**config.mk**
```make
export PLATFORM = sky130hd
export DESIGN_NAME = spi_frame_crc6_codec_top_flat
export DESIGN_NICKNAME = d
export VERILOG_FILES = /design/src/rtl/core/spf_pkg.sv /design/src/rtl/core/spf_req_if.sv /design/src/rtl/core/spf_rsp_if.sv /design/src/rtl/core/spf_crc_cell.sv /design/src/rtl/core/spf_decode.sv /design/src/rtl/core/spi_frame_crc6_codec_top.sv /design/src/flat_wrapper.sv
export VERILOG_INCLUDE_DIRS = /design/src /design/src/rtl/core
export SDC_FILE = /design/constraint.sdc
export NUM_CORES = 1
export LEC_CHECK = 0
export ABC_CLOCK_PERIOD_IN_PS = 7500
export BUFFER_PORTS_ARGS = -buffer_cell sky130_fd_sc_hd__buf_2
export CAP_MARGIN = 0
export CORE_MARGIN = 4
export CORE_UTILIZATION = 45
export CTS_CLUSTER_SIZE = 40
export DETAILED_ROUTE_END_ITERATION = 12
export GPL_ROUTABILITY_DRIVEN = 0
export GPL_TIMING_DRIVEN = 0
export PLACE_DENSITY = 0.65
export SLEW_MARGIN = 30
export SYNTH_ARGS = -nofsm -noshare
export SYNTH_HDL_FRONTEND = slang
export SYNTH_SLANG_ARGS = --single-unit
```
**constraint.sdc**
```tcl
create_clock -name clock -period 7.5 [get_ports clock]
set_input_delay 0.375 -clock clock [delete_from_list [all_inputs] [get_ports clock]]
set_output_delay 0.375 -clock clock [all_outputs]
set_load 0.01 [all_outputs]
```
**src/rtl/core/assert_macros.svh**
```systemverilog
// Assertion helpers for the RTL.
`ifndef ASSERT_MACROS_SVH
`define ASSERT_MACROS_SVH

`ifndef SYNTHESIS

// Checked on every rising clock edge, skipped while rst is high.
`define SPF_ASSERT(lbl, clk, rst, prop) \
   lbl: assert property (@(posedge clk) disable iff (rst) prop) \
      else $error("spf assertion failed");

// Checked on every rising clock edge, reset included.
`define SPF_ASSERT_ALWAYS(lbl, clk, prop) \
   lbl: assert property (@(posedge clk) prop) \
      else $error("spf assertion failed");

`else

`define SPF_ASSERT(lbl, clk, rst, prop)
`define SPF_ASSERT_ALWAYS(lbl, clk, prop)

`endif

`endif

```
**src/rtl/core/spf_pkg.sv**
```systemverilog
package spf_pkg;

   localparam int FRAME_W       = 40;
   localparam int CRC_W         = 6;
   localparam int BITS_PER_CELL = 8;
   localparam int NUM_CELLS     = FRAME_W / BITS_PER_CELL;

   localparam logic [CRC_W-1:0] CRC_SEED = 6'h31;
   localparam logic [CRC_W-1:0] CRC_POLY = 6'h19;

   localparam logic [1:0] STATUS_OK       = 2'd0;
   localparam logic [1:0] STATUS_EMPTY    = 2'd1;
   localparam logic [1:0] STATUS_CRC_FAIL = 2'd2;

   localparam logic MODE_BUILD = 1'b0;
   localparam logic MODE_CHECK = 1'b1;

   localparam logic [6:0] ADDR_BURST_A = 7'h78;
   localparam logic [6:0] ADDR_BURST_B = 7'h7A;
   localparam logic [6:0] ADDR_BURST_C = 7'h7B;
   localparam logic [1:0] ADDR_BURST_PAGE = 2'b11;

   // One word in flight through the CRC cell chain.
   typedef struct packed {
      logic               valid;
      logic               mode;
      logic [FRAME_W-1:0] word;   // frame with CRC bits zero, rotated per cell
      logic [CRC_W-1:0]   rcrc;   // received CRC bits (check mode)
      logic [CRC_W-1:0]   crc;    // running CRC register
   } stage_type;

endpackage

```
**src/rtl/core/spf_req_if.sv**
```systemverilog
interface spf_req_if;
   logic        valid;
   logic        ready;
   logic        mode;
   logic        tx_pa;
   logic        tx_rw;
   logic [4:0]  tx_dev_id;
   logic [6:0]  tx_address;
   logic [1:0]  tx_gsw;
   logic [17:0] tx_data;
   logic [39:0] rx_frame;

   modport source (output valid, mode, tx_pa, tx_rw, tx_dev_id, tx_address, tx_gsw,
                   tx_data, rx_frame, input ready);
   modport sink (input valid, mode, tx_pa, tx_rw, tx_dev_id, tx_address, tx_gsw,
                 tx_data, rx_frame, output ready);
endinterface

```
**src/rtl/core/spf_rsp_if.sv**
```systemverilog
interface spf_rsp_if;
   logic        valid;
   logic        ready;
   logic [39:0] tx_frame;
   logic [1:0]  rx_status;
   logic        rx_pa;
   logic        rx_rw;
   logic [4:0]  rx_dev_id;
   logic [6:0]  rx_address;
   logic [1:0]  rx_gsw;
   logic [17:0] rx_data;
   logic [5:0]  rx_crc;
   logic [4:0]  rx_burst_index;

   modport source (output valid, tx_frame, rx_status, rx_pa, rx_rw, rx_dev_id,
                   rx_address, rx_gsw, rx_data, rx_crc, rx_burst_index, input ready);
   modport sink (input valid, tx_frame, rx_status, rx_pa, rx_rw, rx_dev_id,
                 rx_address, rx_gsw, rx_data, rx_crc, rx_burst_index, output ready);
endinterface

```
**src/rtl/core/spf_crc_cell.sv**
```systemverilog
module spf_crc_cell (
   input  logic               clock,
   input  logic               reset,
   input  spf_pkg::stage_type up,
   output logic               up_ready,
   output spf_pkg::stage_type dn,
   input  logic               dn_ready
);

   logic                          valid_ff;
   spf_pkg::stage_type            stage_ff;
   spf_pkg::stage_type            stage_in;
   logic [spf_pkg::CRC_W-1:0]     crc_next;
   logic                          top_bit;

   assign up_ready = !valid_ff || dn_ready;

   // Take the top BITS_PER_CELL bits MSB first, then rotate them to the bottom.
   always_comb begin
      crc_next = up.crc;
      top_bit  = 1'b0;
      for (int i = 0; i < spf_pkg::BITS_PER_CELL; i++) begin
         top_bit  = crc_next[spf_pkg::CRC_W-1];
         crc_next = {crc_next[spf_pkg::CRC_W-2:0], up.word[spf_pkg::FRAME_W-1-i]};
         if (top_bit) begin
            crc_next = crc_next ^ spf_pkg::CRC_POLY;
         end
      end
      stage_in       = up;
      stage_in.crc   = crc_next;
      stage_in.word  = {up.word[spf_pkg::FRAME_W-spf_pkg::BITS_PER_CELL-1:0],
                        up.word[spf_pkg::FRAME_W-1 -: spf_pkg::BITS_PER_CELL]};
   end

   always_ff @(posedge clock) begin
      if (reset) begin
         valid_ff <= 1'b0;
      end else if (up_ready) begin
         valid_ff <= up.valid;
      end
   end

   always_ff @(posedge clock) begin
      if (up_ready && up.valid) begin
         stage_ff <= stage_in;
      end
   end

   always_comb begin
      dn       = stage_ff;
      dn.valid = valid_ff;
   end

endmodule

```
**src/rtl/core/spf_decode.sv**
```systemverilog
module spf_decode (
   input  logic               clock,
   input  logic               reset,
   input  spf_pkg::stage_type up,
   output logic               up_ready,
   spf_rsp_if.source          rsp
);

   logic        valid_ff;
   logic [39:0] tx_frame_ff, tx_frame_in;
   logic [1:0]  status_ff, status_in;
   logic        pa_ff, pa_in;
   logic        rw_ff, rw_in;
   logic [4:0]  dev_id_ff, dev_id_in;
   logic [6:0]  address_ff, address_in;
   logic [1:0]  gsw_ff, gsw_in;
   logic [17:0] data_ff, data_in;
   logic [5:0]  crc_ff, crc_in;
   logic [4:0]  burst_ff, burst_in;
   logic [6:0]  addr;

   assign up_ready = !valid_ff || rsp.ready;
   assign addr     = up.word[32:26];

   always_comb begin
      tx_frame_in = '0;
      status_in   = spf_pkg::STATUS_OK;
      pa_in       = 1'b0;
      rw_in       = 1'b0;
      dev_id_in   = '0;
      address_in  = '0;
      gsw_in      = '0;
      data_in     = '0;
      crc_in      = '0;
      burst_in    = '0;
      if (up.mode == spf_pkg::MODE_BUILD) begin
         tx_frame_in = {up.word[39:6], up.crc};
      end else if (up.word == '0 && up.rcrc == '0) begin
         status_in = spf_pkg::STATUS_EMPTY;
      end else if (up.crc != up.rcrc) begin
         status_in = spf_pkg::STATUS_CRC_FAIL;
      end else begin
         pa_in      = up.word[39];
         rw_in      = up.word[38];
         dev_id_in  = up.word[37:33];
         address_in = addr;
         gsw_in     = up.word[25:24];
         data_in    = up.word[23:6];
         crc_in     = up.rcrc;
         if (addr[6:5] == spf_pkg::ADDR_BURST_PAGE) begin
            if (addr == spf_pkg::ADDR_BURST_A || addr == spf_pkg::ADDR_BURST_B ||
                addr == spf_pkg::ADDR_BURST_C) begin
               burst_in = 5'd1;
            end else begin
               burst_in = addr[4:0];
            end
         end
      end
   end

   always_ff @(posedge clock) begin
      if (reset) begin
         valid_ff <= 1'b0;
      end else if (up_ready) begin
         valid_ff <= up.valid;
      end
   end

   always_ff @(posedge clock) begin
      if (up_ready && up.valid) begin
         tx_frame_ff <= tx_frame_in;
         status_ff   <= status_in;
         pa_ff       <= pa_in;
         rw_ff       <= rw_in;
         dev_id_ff   <= dev_id_in;
         address_ff  <= address_in;
         gsw_ff      <= gsw_in;
         data_ff     <= data_in;
         crc_ff      <= crc_in;
         burst_ff    <= burst_in;
      end
   end

   assign rsp.valid          = valid_ff;
   assign rsp.tx_frame       = tx_frame_ff;
   assign rsp.rx_status      = status_ff;
   assign rsp.rx_pa          = pa_ff;
   assign rsp.rx_rw          = rw_ff;
   assign rsp.rx_dev_id      = dev_id_ff;
   assign rsp.rx_address     = address_ff;
   assign rsp.rx_gsw         = gsw_ff;
   assign rsp.rx_data        = data_ff;
   assign rsp.rx_crc         = crc_ff;
   assign rsp.rx_burst_index = burst_ff;

endmodule

```
**src/rtl/core/spi_frame_crc6_codec_top.sv**
```systemverilog
// CRC-6 protected 40-bit SPI frame codec.
// req_if (sink): one word per handshake (valid && ready). mode 0 packs the
//   tx_* fields into a frame and appends the CRC; mode 1 checks rx_frame,
//   reports status (ok / all-zero / CRC mismatch) and unpacks it.
// rsp_if (source): exactly one result word per request word, in order.
// CRC: seed 0x31, poly 0x19, MSB first over the 40 frame bits with the
//   CRC bits zero. A chain of 5 identical cells each folds 8 bits per cycle
//   into the CRC unless stalled, then one decode stage registers the result.
// Pipeline: 6 register stages (the 5 cells, then decode), the first one
//   loaded at the accepting edge.
// Throughput: one word per cycle unless the chain is stalled.
// Stall: each stage holds its word while the next one is full and stalled;
//   empty stages keep filling, so req_if.ready drops only when all 6
//   stages hold words and rsp_if.ready is low.
// Reset: synchronous, active high; clears all stage valid flags, no words
//   are in flight afterwards. There is no configuration.
`include "assert_macros.svh"

module spi_frame_crc6_codec_top (
   input  logic      clock,
   input  logic      reset,
   spf_req_if.sink   req_if,
   spf_rsp_if.source rsp_if
);

   spf_pkg::stage_type link [0:spf_pkg::NUM_CELLS];
   logic               link_ready [0:spf_pkg::NUM_CELLS];
   logic [39:0]        tx_packed;

   // Assembled frame, CRC field zero until the chain fills it in.
   assign tx_packed = {req_if.tx_pa, req_if.tx_rw, req_if.tx_dev_id, req_if.tx_address,
                       req_if.tx_gsw, req_if.tx_data, 6'd0};

   always_comb begin
      link[0].valid = req_if.valid;
      link[0].mode  = req_if.mode;
      link[0].word  = (req_if.mode == spf_pkg::MODE_BUILD) ? tx_packed
                                                          : {req_if.rx_frame[39:6], 6'd0};
      link[0].rcrc  = req_if.rx_frame[5:0];
      link[0].crc   = spf_pkg::CRC_SEED;
   end

   assign req_if.ready = link_ready[0];

   for (genvar g = 0; g < spf_pkg::NUM_CELLS; g++) begin : g_cell
      spf_crc_cell u_cell (
         .clock    (clock),
         .reset    (reset),
         .up       (link[g]),
         .up_ready (link_ready[g]),
         .dn       (link[g+1]),
         .dn_ready (link_ready[g+1])
      );
   end

   // Final stage: status, field unpack, burst index, output register.
   spf_decode u_decode (
      .clock    (clock),
      .reset    (reset),
      .up       (link[spf_pkg::NUM_CELLS]),
      .up_ready (link_ready[spf_pkg::NUM_CELLS]),
      .rsp      (rsp_if)
   );

   // Input backpressure only when the whole chain is full and output stalled.
   `SPF_ASSERT(a_ready_only_on_stall, clock, reset,
               !req_if.ready |-> (rsp_if.valid && !rsp_if.ready))
   // Status code 3 is never produced.
   `SPF_ASSERT(a_status_legal, clock, reset, rsp_if.valid |-> (rsp_if.rx_status != 2'd3))
   // A failed check leaves all unpacked fields zero.
   `SPF_ASSERT(a_fail_clears, clock, reset,
               (rsp_if.valid && rsp_if.rx_status != spf_pkg::STATUS_OK) |->
               (rsp_if.rx_address == 7'd0 && rsp_if.rx_crc == 6'd0 &&
                rsp_if.tx_frame == 40'd0))
   // Build results never carry check-mode status.
   `SPF_ASSERT(a_build_ok, clock, reset,
               (rsp_if.valid && rsp_if.tx_frame != 40'd0) |->
               (rsp_if.rx_status == spf_pkg::STATUS_OK && rsp_if.rx_data == 18'd0))

endmodule

```
**src/flat_wrapper.sv**
```systemverilog
// flat-port wrapper written by rule: the top's interface ports become plain ports
module spi_frame_crc6_codec_top_flat 
  (clock, reset, req_if_valid, req_if_mode, req_if_tx_pa, req_if_tx_rw, req_if_tx_dev_id, req_if_tx_address, req_if_tx_gsw, req_if_tx_data, req_if_rx_frame, req_if_ready, rsp_if_valid, rsp_if_tx_frame, rsp_if_rx_status, rsp_if_rx_pa, rsp_if_rx_rw, rsp_if_rx_dev_id, rsp_if_rx_address, rsp_if_rx_gsw, rsp_if_rx_data, rsp_if_rx_crc, rsp_if_rx_burst_index, rsp_if_ready);
  spf_req_if req_if_i ();
  spf_rsp_if rsp_if_i ();
  input  logic clock;
  input  logic reset;
  input wire logic [$bits(req_if_i.valid)-1:0] req_if_valid;
  input wire logic [$bits(req_if_i.mode)-1:0] req_if_mode;
  input wire logic [$bits(req_if_i.tx_pa)-1:0] req_if_tx_pa;
  input wire logic [$bits(req_if_i.tx_rw)-1:0] req_if_tx_rw;
  input wire logic [$bits(req_if_i.tx_dev_id)-1:0] req_if_tx_dev_id;
  input wire logic [$bits(req_if_i.tx_address)-1:0] req_if_tx_address;
  input wire logic [$bits(req_if_i.tx_gsw)-1:0] req_if_tx_gsw;
  input wire logic [$bits(req_if_i.tx_data)-1:0] req_if_tx_data;
  input wire logic [$bits(req_if_i.rx_frame)-1:0] req_if_rx_frame;
  output wire logic [$bits(req_if_i.ready)-1:0] req_if_ready;
  output wire logic [$bits(rsp_if_i.valid)-1:0] rsp_if_valid;
  output wire logic [$bits(rsp_if_i.tx_frame)-1:0] rsp_if_tx_frame;
  output wire logic [$bits(rsp_if_i.rx_status)-1:0] rsp_if_rx_status;
  output wire logic [$bits(rsp_if_i.rx_pa)-1:0] rsp_if_rx_pa;
  output wire logic [$bits(rsp_if_i.rx_rw)-1:0] rsp_if_rx_rw;
  output wire logic [$bits(rsp_if_i.rx_dev_id)-1:0] rsp_if_rx_dev_id;
  output wire logic [$bits(rsp_if_i.rx_address)-1:0] rsp_if_rx_address;
  output wire logic [$bits(rsp_if_i.rx_gsw)-1:0] rsp_if_rx_gsw;
  output wire logic [$bits(rsp_if_i.rx_data)-1:0] rsp_if_rx_data;
  output wire logic [$bits(rsp_if_i.rx_crc)-1:0] rsp_if_rx_crc;
  output wire logic [$bits(rsp_if_i.rx_burst_index)-1:0] rsp_if_rx_burst_index;
  input wire logic [$bits(rsp_if_i.ready)-1:0] rsp_if_ready;
  assign req_if_i.valid = req_if_valid;
  assign req_if_i.mode = req_if_mode;
  assign req_if_i.tx_pa = req_if_tx_pa;
  assign req_if_i.tx_rw = req_if_tx_rw;
  assign req_if_i.tx_dev_id = req_if_tx_dev_id;
  assign req_if_i.tx_address = req_if_tx_address;
  assign req_if_i.tx_gsw = req_if_tx_gsw;
  assign req_if_i.tx_data = req_if_tx_data;
  assign req_if_i.rx_frame = req_if_rx_frame;
  assign req_if_ready = req_if_i.ready;
  assign rsp_if_valid = rsp_if_i.valid;
  assign rsp_if_tx_frame = rsp_if_i.tx_frame;
  assign rsp_if_rx_status = rsp_if_i.rx_status;
  assign rsp_if_rx_pa = rsp_if_i.rx_pa;
  assign rsp_if_rx_rw = rsp_if_i.rx_rw;
  assign rsp_if_rx_dev_id = rsp_if_i.rx_dev_id;
  assign rsp_if_rx_address = rsp_if_i.rx_address;
  assign rsp_if_rx_gsw = rsp_if_i.rx_gsw;
  assign rsp_if_rx_data = rsp_if_i.rx_data;
  assign rsp_if_rx_crc = rsp_if_i.rx_crc;
  assign rsp_if_rx_burst_index = rsp_if_i.rx_burst_index;
  assign rsp_if_i.ready = rsp_if_ready;
  spi_frame_crc6_codec_top u_core (.clock(clock), .reset(reset), .req_if(req_if_i), .rsp_if(rsp_if_i));
endmodule
```
==> summary.md <==
| Metric | Value |
|---|---|
| Status | `finished clean` |
| Drt total wl | `17.80 mm` |
| Final HPWL DP | `12.66 mm` |
| Buffers inserted during post-CTS setup optimization | `0` |
| Area enclosed by the die boundary | `29110 um2` |
| Cell leakage power | `4.854 nW` |
| Starting density of the core | `45.66%` |
| Total negative slack | `0 ps` |
| Number of flip-flops and latches in the synthesized netlist | `327` |
| Max stage delay on crit path | `420 ps` |
| Last element of the critical path | `req_if_ready` |
| Post-placement setup slack | `5285 ps` |
| Met1 Track Usage GR | `17.31%` |
| Max_cap viols | `0` |
| Flip-flop and latch area | `9759 um2` |
| Met2 global-route usage | `19.10%` |
| Unrepaired setup endpoints after global routing | `false` |
| Post-layout nets | `902` |
| Largest net degree at the start of global routing | `30` |
| Area of the multi-input gates | `2122 um2` |
| Share of the clock period used by the worst path after layout | `31.88%` |
| Cell-by-cell listing of the critical path | `and4b_1, and3_1, nand2_1, buf_2` |
| Worst Path Max Fanout | `5` |
| Arrival time of the worst setup path | `2020 ps` |
| Site Rows | `59` |
| Antenna Diode Count | `0` |
| Number of ports placed on the die boundary | `168` |
| Antenna violation net count after detailed routing | `0` |
| Fraction of layout instances using a drive strength above 1 | `36.36%` |
| Die Width | `170.6 um` |
| Clock root cell | `sky130_fd_sc_hd__clkbuf_16` |
| Slew at the pin closest to its max-slew limit | `652.2 ps` |
| Switching Fraction | `19.67%` |
| Total number of vias | `5336` |
| Routed wire length per instance | `15.06 um` |
| GRT met3 Usage | `1.872%` |
| Number of global-route vias before repair | `5232` |
| Maximum level of the CTS H-tree | `1` |
| Area overhead of the layout relative to synthesis | `22.06%` |
| Maximum ir drop on the vdd rail | `170.9 uV` |
| CTS Sinks | `327` |
| Number of pins with negative max-slew slack in the final report | `0` |
| Nets in the synthesized netlist | `686` |
| Number of antenna violations at the first check in global routing | `0` |
| Count of endpoints failing setup in the final report | `0` |
| Clk pwr share | `39.0%` |
| Inserted Clock Buffers | `31` |
| Number of buffer cells added on primary ports | `167` |
| Cell internal pwr | `3.143 mW` |
| Final min period | `2391 ps` |
| Clock insertion delay at the later pin of the skew report | `540 ps` |
| Distinct cell type count after synthesis | `27` |
| Max Root-Sink Buffers | `3` |
| Resized cells post-CTS | `0` |
| Slew HR | `56.43%` |
| Required time of the critical path | `7120 ps` |
| Post-synthesis average cell area | `19.60 um2` |
| Kind of end point of the critical path | `output pin` |
| CTS Hold Buffers Added | `5` |
| Post-Syn Instances | `607` |
| Post-synthesis instance area | `11900 um2` |
| Busiest layer in global routing | `met2` |
| Yosys Warn Count | `0` |
| Worst clock skew | `12.40 ps` |
| Global Route Usage Sum | `11.98%` |
| Element type at the critical path start | `flop` |
| Crit path launch | `u_core.g_cell[4].u_cell.valid_ff$_SDFFE_PP0P_` |
| R2r startpoint | `u_core.g_cell[4].u_cell.valid_ff$_SDFFE_PP0P_` |
| DRC errors left | `0` |
| Worst setup path class | `reg -> out` |
| Power density over cell area | `269.4 nW/um2` |
| Core area | `26060 um2` |
| Die H | `170.6 um` |
| Sequential share of the synthesized area | `82.02%` |
| Fill cell count | `1989` |
| Switching pwr | `769.5 uW` |
| Maximum frequency from static timing analysis | `0.4183 GHz` |
| Initial DRT Pass Iterations | `6` |
| Number of violations reported at the end of detailed-routing iteration 0 | `253` |
| Worst hold path class | `in -> reg` |
| Detail-routed via count per cell | `4.514` |
| Part of the power in registers | `53.9%` |
| Global-route wire length before repair | `27.80 mm` |
| Post-layout worst setup margin | `5109 ps` |
| Reg-to-reg setup timing slack | `5390 ps` |
| Fin. Hold Viols | `0` |
| Logic depth of the worst register-to-register path | `4` |
| Combinational share of power | `7.1%` |
| Crit path max-delay cell type | `sky130_fd_sc_hd__dfxtp_1` |
| Worst flop-to-flop path endpoint | `u_core.g_cell[1].u_cell.dn[7]$_DFFE_PP_` |
| Clock slew at the register clock pins of the worst setup and hold paths | `60 ps` |
| CTS tree | `built` |
| Remaining Overflow, GRT | `0` |
-- kinds of logic (layout without fill, tap and decap cells) --
kind of cell / count (synthesis) / after routing / synth area share (%)
compound gates: 7 / 7 / 0.3364
mux: 34 / 34 / 3.197
simple gates: 128 / 128 / 6.909
buf+inv: 17 / 257 / 0.6204
flops: 327 / 327 / 82.02
xor+xnor: 94 / 94 / 6.919
-- state kept, by name, indices dropped and copies added (netlist names), 2 cells and up --
signal                              count
u_core.u_decode.rsp.rx_dev_id           5
u_core.g_cell.u_cell.valid_ff           5
u_core.u_decode.rsp.rx_status           2
u_core.g_cell.u_cell.dn               234
u_core.u_decode.rsp.rx_gsw              2
u_core.u_decode.rsp.rx_crc              6
u_core.u_decode.rsp.rx_burst_index      5
u_core.u_decode.rsp.rx_data            18
u_core.u_decode.rsp.tx_frame           40
u_core.u_decode.rsp.rx_address          7
-- placed cells by master (no fill, tap or decap) --
master / instances
sky130_fd_sc_hd__edfxtp_1: 321
sky130_fd_sc_hd__buf_2: 171
sky130_fd_sc_hd__xnor2_1: 74
sky130_fd_sc_hd__nor2b_1: 40
sky130_fd_sc_hd__mux2_2: 32
sky130_fd_sc_hd__and2_2: 31
sky130_fd_sc_hd__clkbuf_16: 31
sky130_fd_sc_hd__xor2_1: 20
sky130_fd_sc_hd__nor2_1: 11
sky130_fd_sc_hd__nor4_1: 11
sky130_fd_sc_hd__clkinv_2: 10
sky130_fd_sc_hd__clkbuf_1: 9
sky130_fd_sc_hd__and2_1: 9
sky130_fd_sc_hd__nand2_1: 7
sky130_fd_sc_hd__buf_16: 7
sky130_fd_sc_hd__dfxtp_1: 6
sky130_fd_sc_hd__inv_1: 5
sky130_fd_sc_hd__clkinv_1: 5
sky130_fd_sc_hd__dlygate4sd3_1: 5
sky130_fd_sc_hd__a21oi_1: 4
sky130_fd_sc_hd__clkbuf_2: 4
sky130_fd_sc_hd__bufinv_16: 4
sky130_fd_sc_hd__buf_8: 4
sky130_fd_sc_hd__nor2b_4: 3
sky130_fd_sc_hd__and3_2: 3
sky130_fd_sc_hd__nor3_1: 3
sky130_fd_sc_hd__and3_1: 2
sky130_fd_sc_hd__mux2i_1: 2
sky130_fd_sc_hd__a21boi_4: 2
sky130_fd_sc_hd__and4_2: 2
sky130_fd_sc_hd__nand4_1: 2
sky130_fd_sc_hd__clkbuf_8: 2
sky130_fd_sc_hd__and4b_1: 1
sky130_fd_sc_hd__a21oi_4: 1
sky130_fd_sc_hd__nor4_4: 1
sky130_fd_sc_hd__nand3b_1: 1
sky130_fd_sc_hd__nand2b_1: 1
-- cells in the mapped netlist, drive strengths merged --
master	number	share of area, %
nand3b	1	0.063
and3	5	0.29
nor3	3	0.13
xor2	20	1.5
nand2	7	0.22
mux2i	2	0.17
nor2b	43	2.3
xnor2	74	5.4
buf	4	0.17
nand2b	1	0.053
nor4	12	0.76
and4b	1	0.084
and2	40	2.4
and4	2	0.17
nor2	11	0.35
nand4	2	0.11
edfxtp	321	81
a21oi	5	0.21
inv	5	0.16
dfxtp	6	1.0
clkbuf	8	0.29
mux2	32	3.0
a21boi	2	0.13
-- power groups by stage --
stage	registers (mW)	clock network [mW]	logic, mW
2_1_floorplan	2.15	0	0.211
3_3_place_gp	2.15	0	0.266
3_5_place_dp	2.15	0	0.279
4_1_cts	2.11	1.56	0.282
5_1_grt	2.11	1.64	0.307
6_report	2.11	1.53	0.277
-- metrics by stage --
step / area, um2 / std cells / utilization [%] / hold WS, ps / power, mW
final: 14520 / 1182 / 55.74 / 25.52 / 3.912
after global routing: 14520 / 1182 / 55.74 / 1.806 / 4.062
after CTS: 14520 / 1182 / 55.74 / 1.879 / 3.954
after detailed placement: 13460 / 1120 / 51.66 / 404.5 / 2.428
after global placement: 13150 / 1109 / 50.48 / 403.6 / 2.419
after floorplan: 11900 / 607 / - / 400.3 / 2.357
-- worst min-delay path by stage --
| stage | cells after the start | from | end | slack [ps] |
|---|---|---|---|---|
| after floorplan | 0 | u_core.g_cell[0].u_cell.dn[10]$_DFFE_PP_ | u_core.g_cell[1].u_cell.dn[10]$_DFFE_PP_ | 400 |
| after global placement | 0 | u_core.g_cell[1].u_cell.dn[24]$_DFFE_PP_ | u_core.g_cell[2].u_cell.dn[32]$_DFFE_PP_ | 400 |
| after detailed placement | 0 | u_core.g_cell[0].u_cell.dn[13]$_DFFE_PP_ | u_core.g_cell[1].u_cell.dn[21]$_DFFE_PP_ | 400 |
| after CTS | 1 | req_if_mode | u_core.g_cell[0].u_cell.dn[52]$_DFFE_PP_ | 2 |
| after global routing | 1 | req_if_rx_frame[2] | u_core.g_cell[0].u_cell.dn[8]$_DFFE_PP_ | 2 |
| final | 1 | req_if_rx_frame[2] | u_core.g_cell[0].u_cell.dn[8]$_DFFE_PP_ | 30 |
-- layout make-up --
class | count | area share (%)
clock inverter | 19 | 1.301
inverter | 5 | 0.1292
clock buffer | 38 | 5.660
sequential | 327 | 67.20
tap | 335 | 2.886
multi-input combinational | 263 | 14.61
timing repair buffer | 183 | 7.839
buffer | 12 | 0.3790
-- metal layers --
layer | wire (um) | vias to the layer above
met4 | 381 | 0
met3 | 1082 | 29
met5 | 0 | -
met2 | 8125 | 158
met1 | 8211 | 2465
li1 | - | 2684
-- worst max-delay path, delay by kind of cell, from the launching register on --
kind / cells / cell delay [ps]
buf+inv: 1 / 160
simple gates: 3 / 910
flops: 1 / 420
(Power assumes the default switching activity.)
